## src/hdl/bcot_pkg.sv

```systemverilog
// shared types, codes and helpers for the box corner overlap test unit
package bcot_pkg;

	localparam int NUM_BOXES = 2;
	localparam int FRAC_BITS_DEF = 16;
	localparam int CORNER_DEPTH = NUM_BOXES * 24;
	localparam int CORNER_AW = $clog2(CORNER_DEPTH);

	// operation codes
	localparam logic [1:0] OP_SET_BOX = 2'd0;
	localparam logic [1:0] OP_LOAD_ROW = 2'd1;
	localparam logic [1:0] OP_UPDATE = 2'd2;
	localparam logic [1:0] OP_TEST = 2'd3;

	// destination of a finished product
	localparam logic [2:0] DST_NONE = 3'd0;
	localparam logic [2:0] DST_FIRST = 3'd1;
	localparam logic [2:0] DST_MID = 3'd2;
	localparam logic [2:0] DST_LAST = 3'd3;
	localparam logic [2:0] DST_EDGE = 3'd4;

	// datapath command, one per cycle
	typedef struct packed {
		logic mul_en;
		logic mul_edge;
		logic [1:0] col;
		logic [2:0] dst;
		logic wr_en;
		logic [2:0] corner;
		logic rd_en;
		logic rd_other;
		logic rd_first;
		logic cmp_en;
		logic cmp_first;
		logic [1:0] axis;
	} cmd_t;

	// edges added for each corner, bit j = edge j
	function automatic logic [2:0] corner_sel(input logic [2:0] c);
		logic [2:0] s;
		unique case (c)
			3'd0: s = 3'b000;
			3'd1: s = 3'b001;
			3'd2: s = 3'b010;
			3'd3: s = 3'b100;
			3'd4: s = 3'b011;
			3'd5: s = 3'b101;
			3'd6: s = 3'b110;
			default: s = 3'b111;
		endcase
		return s;
	endfunction

	// saturate a wide signed value to 32 bits
	function automatic logic signed [31:0] sat32(input logic signed [66:0] v);
		logic signed [31:0] r;
		if (v > 67'sh0_7FFF_FFFF)
			r = 32'sh7FFF_FFFF;
		else if (v < -67'sh0_8000_0000)
			r = 32'sh8000_0000;
		else
			r = v[31:0];
		return r;
	endfunction

endpackage

```

## src/hdl/bcot_ctrl.sv

```systemverilog
// controller: sequences update and test, owns the result register
module bcot_ctrl (
	input logic clk,
	input logic arst_n,
	input logic s_tvalid,
	input logic [1:0] op,
	output logic s_tready,
	output logic load,
	output logic m_tvalid,
	output logic m_overlap,
	input logic m_tready,
	input logic ovl,
	output bcot_pkg::cmd_t cmd
);

	localparam logic [2:0] ST_IDLE = 3'd0;
	localparam logic [2:0] ST_UMUL = 3'd1;
	localparam logic [2:0] ST_UDRN = 3'd2;
	localparam logic [2:0] ST_UWR = 3'd3;
	localparam logic [2:0] ST_TRD = 3'd4;
	localparam logic [2:0] ST_TDRN = 3'd5;
	localparam logic [2:0] ST_TCMP = 3'd6;
	localparam logic [2:0] ST_TOUT = 3'd7;

	logic [2:0] state_q;
	logic [1:0] axis_q;
	logic [3:0] step_q;
	logic out_free;

	assign s_tready = (state_q == ST_IDLE);
	assign load = s_tvalid && s_tready;
	assign out_free = !m_tvalid || m_tready;

	// command decode
	always_comb begin
		cmd = '0;
		cmd.axis = axis_q;
		cmd.dst = bcot_pkg::DST_NONE;
		unique case (state_q)
			ST_UMUL: begin
				cmd.mul_en = 1'b1;
				cmd.mul_edge = (step_q >= 4'd3);
				cmd.col = (step_q >= 4'd3) ? 2'(step_q - 4'd3) : step_q[1:0];
				if (step_q == 4'd0)
					cmd.dst = bcot_pkg::DST_FIRST;
				else if (step_q == 4'd1)
					cmd.dst = bcot_pkg::DST_MID;
				else if (step_q == 4'd2)
					cmd.dst = bcot_pkg::DST_LAST;
				else
					cmd.dst = bcot_pkg::DST_EDGE;
			end
			ST_UWR: begin
				cmd.wr_en = 1'b1;
				cmd.corner = step_q[2:0];
			end
			ST_TRD: begin
				cmd.rd_en = 1'b1;
				cmd.corner = step_q[2:0];
				cmd.rd_other = step_q[3];
				cmd.rd_first = (step_q[2:0] == 3'd0);
			end
			ST_TCMP: begin
				cmd.cmp_en = 1'b1;
				cmd.cmp_first = (axis_q == 2'd0);
			end
			default: ;
		endcase
	end

	// sequencer
	always_ff @(posedge clk or negedge arst_n) begin
		if (!arst_n) begin
			state_q <= ST_IDLE;
			axis_q <= '0;
			step_q <= '0;
			m_tvalid <= 1'b0;
			m_overlap <= 1'b0;
		end else begin
			if (m_tvalid && m_tready && !(state_q == ST_TOUT && out_free))
				m_tvalid <= 1'b0;
			unique case (state_q)
				ST_IDLE: begin
					axis_q <= '0;
					step_q <= '0;
					if (load && op == bcot_pkg::OP_UPDATE)
						state_q <= ST_UMUL;
					else if (load && op == bcot_pkg::OP_TEST)
						state_q <= ST_TRD;
				end
				ST_UMUL: begin
					step_q <= step_q + 4'd1;
					if (step_q == 4'd5)
						state_q <= ST_UDRN;
				end
				ST_UDRN: begin
					step_q <= '0;
					state_q <= ST_UWR;
				end
				ST_UWR: begin
					if (step_q == 4'd7) begin
						step_q <= '0;
						axis_q <= axis_q + 2'd1;
						state_q <= (axis_q == 2'd2) ? ST_IDLE : ST_UMUL;
					end else begin
						step_q <= step_q + 4'd1;
					end
				end
				ST_TRD: begin
					step_q <= step_q + 4'd1;
					if (step_q == 4'd15)
						state_q <= ST_TDRN;
				end
				ST_TDRN: state_q <= ST_TCMP;
				ST_TCMP: begin
					step_q <= '0;
					axis_q <= axis_q + 2'd1;
					state_q <= (axis_q == 2'd2) ? ST_TOUT : ST_TRD;
				end
				default: begin
					if (out_free) begin
						m_tvalid <= 1'b1;
						m_overlap <= ovl;
						state_q <= ST_IDLE;
					end
				end
			endcase
		end
	end

	// only one datapath action per cycle
	assert property (@(posedge clk) disable iff (!arst_n)
		$onehot0({cmd.mul_en, cmd.wr_en, cmd.rd_en, cmd.cmp_en}))
		else $error("conflicting datapath commands");

	// an accepted test starts reading corners of axis zero
	assert property (@(posedge clk) disable iff (!arst_n)
		(load && op == bcot_pkg::OP_TEST) |=> (state_q == ST_TRD && axis_q == 2'd0
		&& step_q == 4'd0))
		else $error("test did not start");

	// a result is posted only after the last axis compare
	assert property (@(posedge clk) disable iff (!arst_n)
		$rose(m_tvalid) |-> $past(state_q == ST_TOUT))
		else $error("result posted outside output step");

	// the multiply step count stays within six products
	assert property (@(posedge clk) disable iff (!arst_n)
		(state_q == ST_UMUL) |-> (step_q <= 4'd5))
		else $error("multiply step out of range");

endmodule

```

## config.mk

```make
export PLATFORM = sky130hd
export DESIGN_NAME = bcot_ctrl
export DESIGN_NICKNAME = d
export VERILOG_FILES = /design/src/hdl/bcot_pkg.sv /design/src/hdl/bcot_ctrl.sv
export SDC_FILE = /design/constraint.sdc
export NUM_CORES = 1
export LEC_CHECK = 0
export BUFFER_PORTS_ARGS = -buffer_cell sky130_fd_sc_hd__buf_2
export CORE_AREA = 2 2 52 49
export CTS_CLUSTER_SIZE = 20
export DETAILED_ROUTE_END_ITERATION = 16
export DIE_AREA = 0 0 54 51
export PLACE_DENSITY = 0.72
export SKIP_LAST_GASP = 1
export SYNTH_ARGS = -nofsm -noshare
export SYNTH_HDL_FRONTEND = slang
export SYNTH_SLANG_ARGS = --single-unit
```

## constraint.sdc

```tcl
create_clock -name clk -period 1.7 [get_ports clk]
set_clock_uncertainty 0.2 [all_clocks]
set_input_delay 0.085 -clock clk [delete_from_list [all_inputs] [get_ports clk]]
set_output_delay 0.085 -clock clk [all_outputs]
set_load 0.01 [all_outputs]
```

* Yosys cells after proc, flatten, opt, wreduce, memory -nomap -nowiden *
Index checks and enable logic that the tools add are counted.

storage, ports and cells
  register bits = 11
  output and inout port bits = 22
  word-level logic and storage cells = 77

cells by class
  add/subtract/negate cells = 3
  $lt $le $gt $ge = 1
  equality and inequality tests = 19
  muxes and demuxes = 25
  bitwise gates (word level) = 1
  reductions and logical operators = 23

operators by type and width
  operator                                             number
  2-to-1 mux 3 bit                                     11
  case mux 3 bit (7 select lines)                      1
  equality test 3 bit, second input constant           4
  case mux 4 bit (3 select lines)                      1
  equality test 4 x 3 -> 1 bit, second input constant  2
  2-to-1 mux 2 bit                                     4
  nonzero test 8 bit                                   1
  2-to-1 mux 7 bit                                     1
  OR reduction 7 bit                                   1
  equality test 2 bit, second input constant           3
  equality test 3 x 2 -> 1 bit, second input constant  2
  logical AND 1 bit                                    6
  zero test 3 bit                                      2
  inequality test 2 bit, second input constant         3
  case mux 2 bit (3 select lines)                      1
  nonzero test 3 bit                                   2
  2-to-1 mux 1 bit                                     5
  AND reduction 5 bit                                  1
  adder 4 x 1 -> 4 bit, second input constant          1
  equality test 4 x 1 -> 1 bit, second input constant  1
  equality test 4 x 2 -> 1 bit, second input constant  1
  equality test 4 bit, second input constant           1
  >= comparator 4 x 2 -> 1 bit, second input constant  1
  zero test 4 bit                                      1
  12 further kinds                                     15

* Longest topological paths before layout *
  depth after elaboration = 8
  gate-level depth with buffers = 7

* Least setup slack after synthesis *
No wires, ideal clock.

  path kind = register to register
  from = reg state_q[0]
  to = reg state_q[0]
  library setup time = 132 ps
  arrival time = 1,574 ps
  path slack = -206 ps
  cell stages (with the launch flop) = 6
  path buffers = 1
  cell sequence = dfrtp_1 buf_6 nor3_1 a222oi_1 nand4_1 or3b_1

between the ends
  cells in the longest elaborated chain, start to end = 5
  elaborated cells on any way between the ends = 18

RTL lines
  what                                                                    RTL line                          source
  start, declared                                                         bcot_ctrl.sv:25                   logic [2:0] state_q;
  start signal, assigned                                                  bcot_ctrl.sv:104                  state_q <= (axis_q == 2'd2) ? ST_IDLE : ST_UMUL;
  start signal, assigned                                                  bcot_ctrl.sv:118                  state_q <= (axis_q == 2'd2) ? ST_TOUT : ST_TRD;
  zero test 3 bit (*)                                                     bcot_ctrl.sv:30                   assign s_tready = (state_q == ST_IDLE);
  via s_tready                                                            bcot_ctrl.sv:7                    output logic s_tready,
  logical AND 1 bit                                                       bcot_ctrl.sv:31                   assign load = s_tvalid && s_tready;
  logical AND 1 bit, on equally long branches                             bcot_ctrl.sv:86, bcot_ctrl.sv:88
  2-to-1 mux 3 bit or inequality test 3 x 1 -> 1 bit (tied branches)      n/a
  case mux 3 bit (7 select lines) or AND reduction 5 bit (tied branches)  n/a

Mark *: on every way through the listed nets, which the timed path passes. The rest lies on a longest branch.
A chain may end at the register's enable or synchronous reset.

==> metrics <==
Post-synth EDFFs=0; IO Port Bufs=28; IO Count=29; Yosys reg bits=11; clk slew on worst S/H paths=0.08 ns; Slew Limit Headroom=75.1%; GRT Util Overall=23.0%; status=finished with violations; vias in the first global route=1098; Area growth syn-to-layout=78.9%; drt initial violations=20; Inst Count DP=about 200; crit-path max FO=4; Root Driver=clkbuf_4; Final nets=202; sequential area share after synthesis=29.2%; Hold Crit Class=input pin to asynchronous set/reset pin; delay-heaviest family, CP=flip-flops; failing checks=hold timing, setup timing; crit path cell chain=inv_4 > buf_6 > ha_4 > or3_4 > a21oi_2 > buf_2; post-route minimum period=1.95 ns; Fmax achieved=513 MHz; CP Capture Type=output port; layout cell share with drive strength beyond 1=54.8%; cell row count=17; Core ar.=2300 um^2; Ys Warns=0; Setup CP Type=register to output port; Async SR Flop Fraction=100%; Final Hold Viols=7; Worst R2R Path Depth=6; initial antenna violation count=0; post-synthesis cell type count=41; Crit-path slowest cell=dfrtp_2; max-cap check violation count=0; Arr. time, crit path=1.66 ns; total power=3.20 mW; # H-tree levels=1; CTS tree=built; antenna viol nets, final=0; Critical Path Max Stage Delay=0.44 ns; n_diodes=0; Bufs and invs on worst path=3; post-route insts no fill=around 220; syn nets=roughly 130; full die area=2750 um^2; wire per inst=13.0 um; Final WS setup=-0.248 ns; Post-Syn Instances=118; Worst IR Drop VDD=1.14 mV; Final GP Congestion=0.832; Post-Route WL=2.82 mm; Tcrit/Tclk final=115%; first-pass GRT wire length=between 4 and 5 mm; Post-Syn Area=between 900 and 1000 um^2; via count=about 1100; Pwr Density=about 1900 nW/um^2; Post-synth top flop=dfrtp_1; WP data required=1.41 ns; clock tree sinks=11; GRT overflow=0; deepest clock path buffer count=2; worst-skew pair later-pin latency=0.28 ns; Die W=roughly 54 um; die height=51 um; Worst path depth=6; Initial Util=41.1%; TritonCTS Buffers=3; Pleak=0.821 nW; hold slack=-0.00257 ns; endpoints failing setup=13; total negative slack=-1.63 ns; placed instance area=1370 um^2; largest net degree at the start of global routing=18; DR vias/cell=5.30; syn_area_per_cell=7.99 um^2; final core utilization=73.5%; startpoint types=register; TritonRoute pass-1 iters=4; post-DP HPWL=slightly above 2 mm; unrepaired setup endpoints after global routing=true; Pins Over Slew Limit=0; pre-CTS WS=-0.196 ns; Slew @ Worst Pin=0.374 ns; post-route cell area=1690 um^2; drt drc=0
==> cell usage after synthesis (3+ instances only) <==
| cell type | n | area share (%) |
|---|---|---|
| a21oi_1 | 10 | 5.3 |
| nand3b_1 | 3 | 2.4 |
| nor3_1 | 4 | 2.1 |
| nand2_1 | 9 | 3.6 |
| a31oi_1 | 3 | 2.0 |
| o21ai_1 | 3 | 1.6 |
| nand3_1 | 5 | 2.7 |
| and2_1 | 5 | 3.3 |
| o21ai_0 | 4 | 2.1 |
| ha_1 | 6 | 8.0 |
| inv_2 | 3 | 1.2 |
| nor2_1 | 8 | 3.2 |
| inv_1 | 7 | 2.8 |
| dfrtp_1 | 11 | 29 |
==> kinds of logic after synthesis <==
kind of cell             share of synthesized area [%]
AO/OA/AOI/OAI                                     21.5
multiplexers                                      2.25
adder cells (fa/ha/maj)                           7.96
buffers and inverters                             8.89
flip-flops                                        29.2
XOR/XNOR                                          1.86
AND/OR/NAND/NOR                                   28.4
==> worst paths after layout <==
path	startpoint	end	slack [ns]
max reg2reg	step_q[1]	state_q[0]	-0.21
min in group clk	m_tready	m_tvalid	0.01
min	arst_n	m_tvalid	-0.003
max	step_q[1]	cmd[13]	-0.25
max in group asynchronous	arst_n	step_q[1]	1.06
min reg2reg	m_overlap	m_overlap	0.31
==> cell type report <==
type | instances | area (um^2)
repair buffers | 72 | 571
multi-input cells | 90 | 724
flip-flops and latches | 11 | 279
clock inverters | 1 | 5.00
inverters | 11 | 51.3
clock buffers | 3 | 22.5
fillers | 161 | 609
well taps | 28 | 35.0
==> state kept, by name, indices dropped and copies added, names as in the netlist <==
| name | cells |
|---|---|
| axis_q | 2 |
| m_overlap | 1 |
| m_tvalid | 1 |
| state_q | 3 |
| step_q | 4 |
==> placed cells by master (no fill, tap or decap), drive strengths merged, types with 2 or more instances in the layout <==
master       instances
a31oi                3
nand3                6
nand4                2
and3b                2
nor2                 8
and2                 5
o21ai                7
a21oi               10
inv                 11
nand3b               3
nor2b                2
ha                   6
dlygate4sd3          5
nand2                9
a2bb2oi              2
dfrtp               11
buf                 67
nand2b               2
nor3                 4
clkbuf               3
or3b                 2
xnor2                2
o22ai                2
==> where the power goes <==
part / switching (mW) / internal [mW] / leakage [nW] / total, mW
registers: 0.145 / 0.381 / 0.138 / 0.526
clock network: 0.0964 / 0.0873 / 0.0177 / 0.184
logic: 1.18 / 1.31 / 0.666 / 2.49
total: 1.42 / 1.78 / 0.821 / 3.20
==> metal layers <==
| layer | vias to the layer above | wire [um] | global-route usage, % |
|---|---|---|---|
| met1 | 543 | 1220 | 28.2 |
| met4 | 0 | 65 | 12.1 |
| met3 | 8 | 89 | 2.05 |
| li1 | 562 | - | - |
| met2 | 32 | 1440 | 39.2 |
| met5 | - | 0 | 0 |
==> worst reg2reg max path, cell delays in order (launching register included) <==
cell	delay, ns
dfrtp_2	0.46
inv_4	0.09
ha_4	0.13
nand3b_1	0.08
a222oi_1	0.34
a21oi_1	0.13
or3b_1	0.37
==> repair_timing <==
item	in CTS	in global routing
setup endpoints to repair	14	20
gates resized for setup	25	24
gates cloned	0	0
hold buffers	5	0
hold endpoints to repair	13	0
pin swaps	12	14
buffers inserted	5	4
Power figures use the tool's default switching activity.
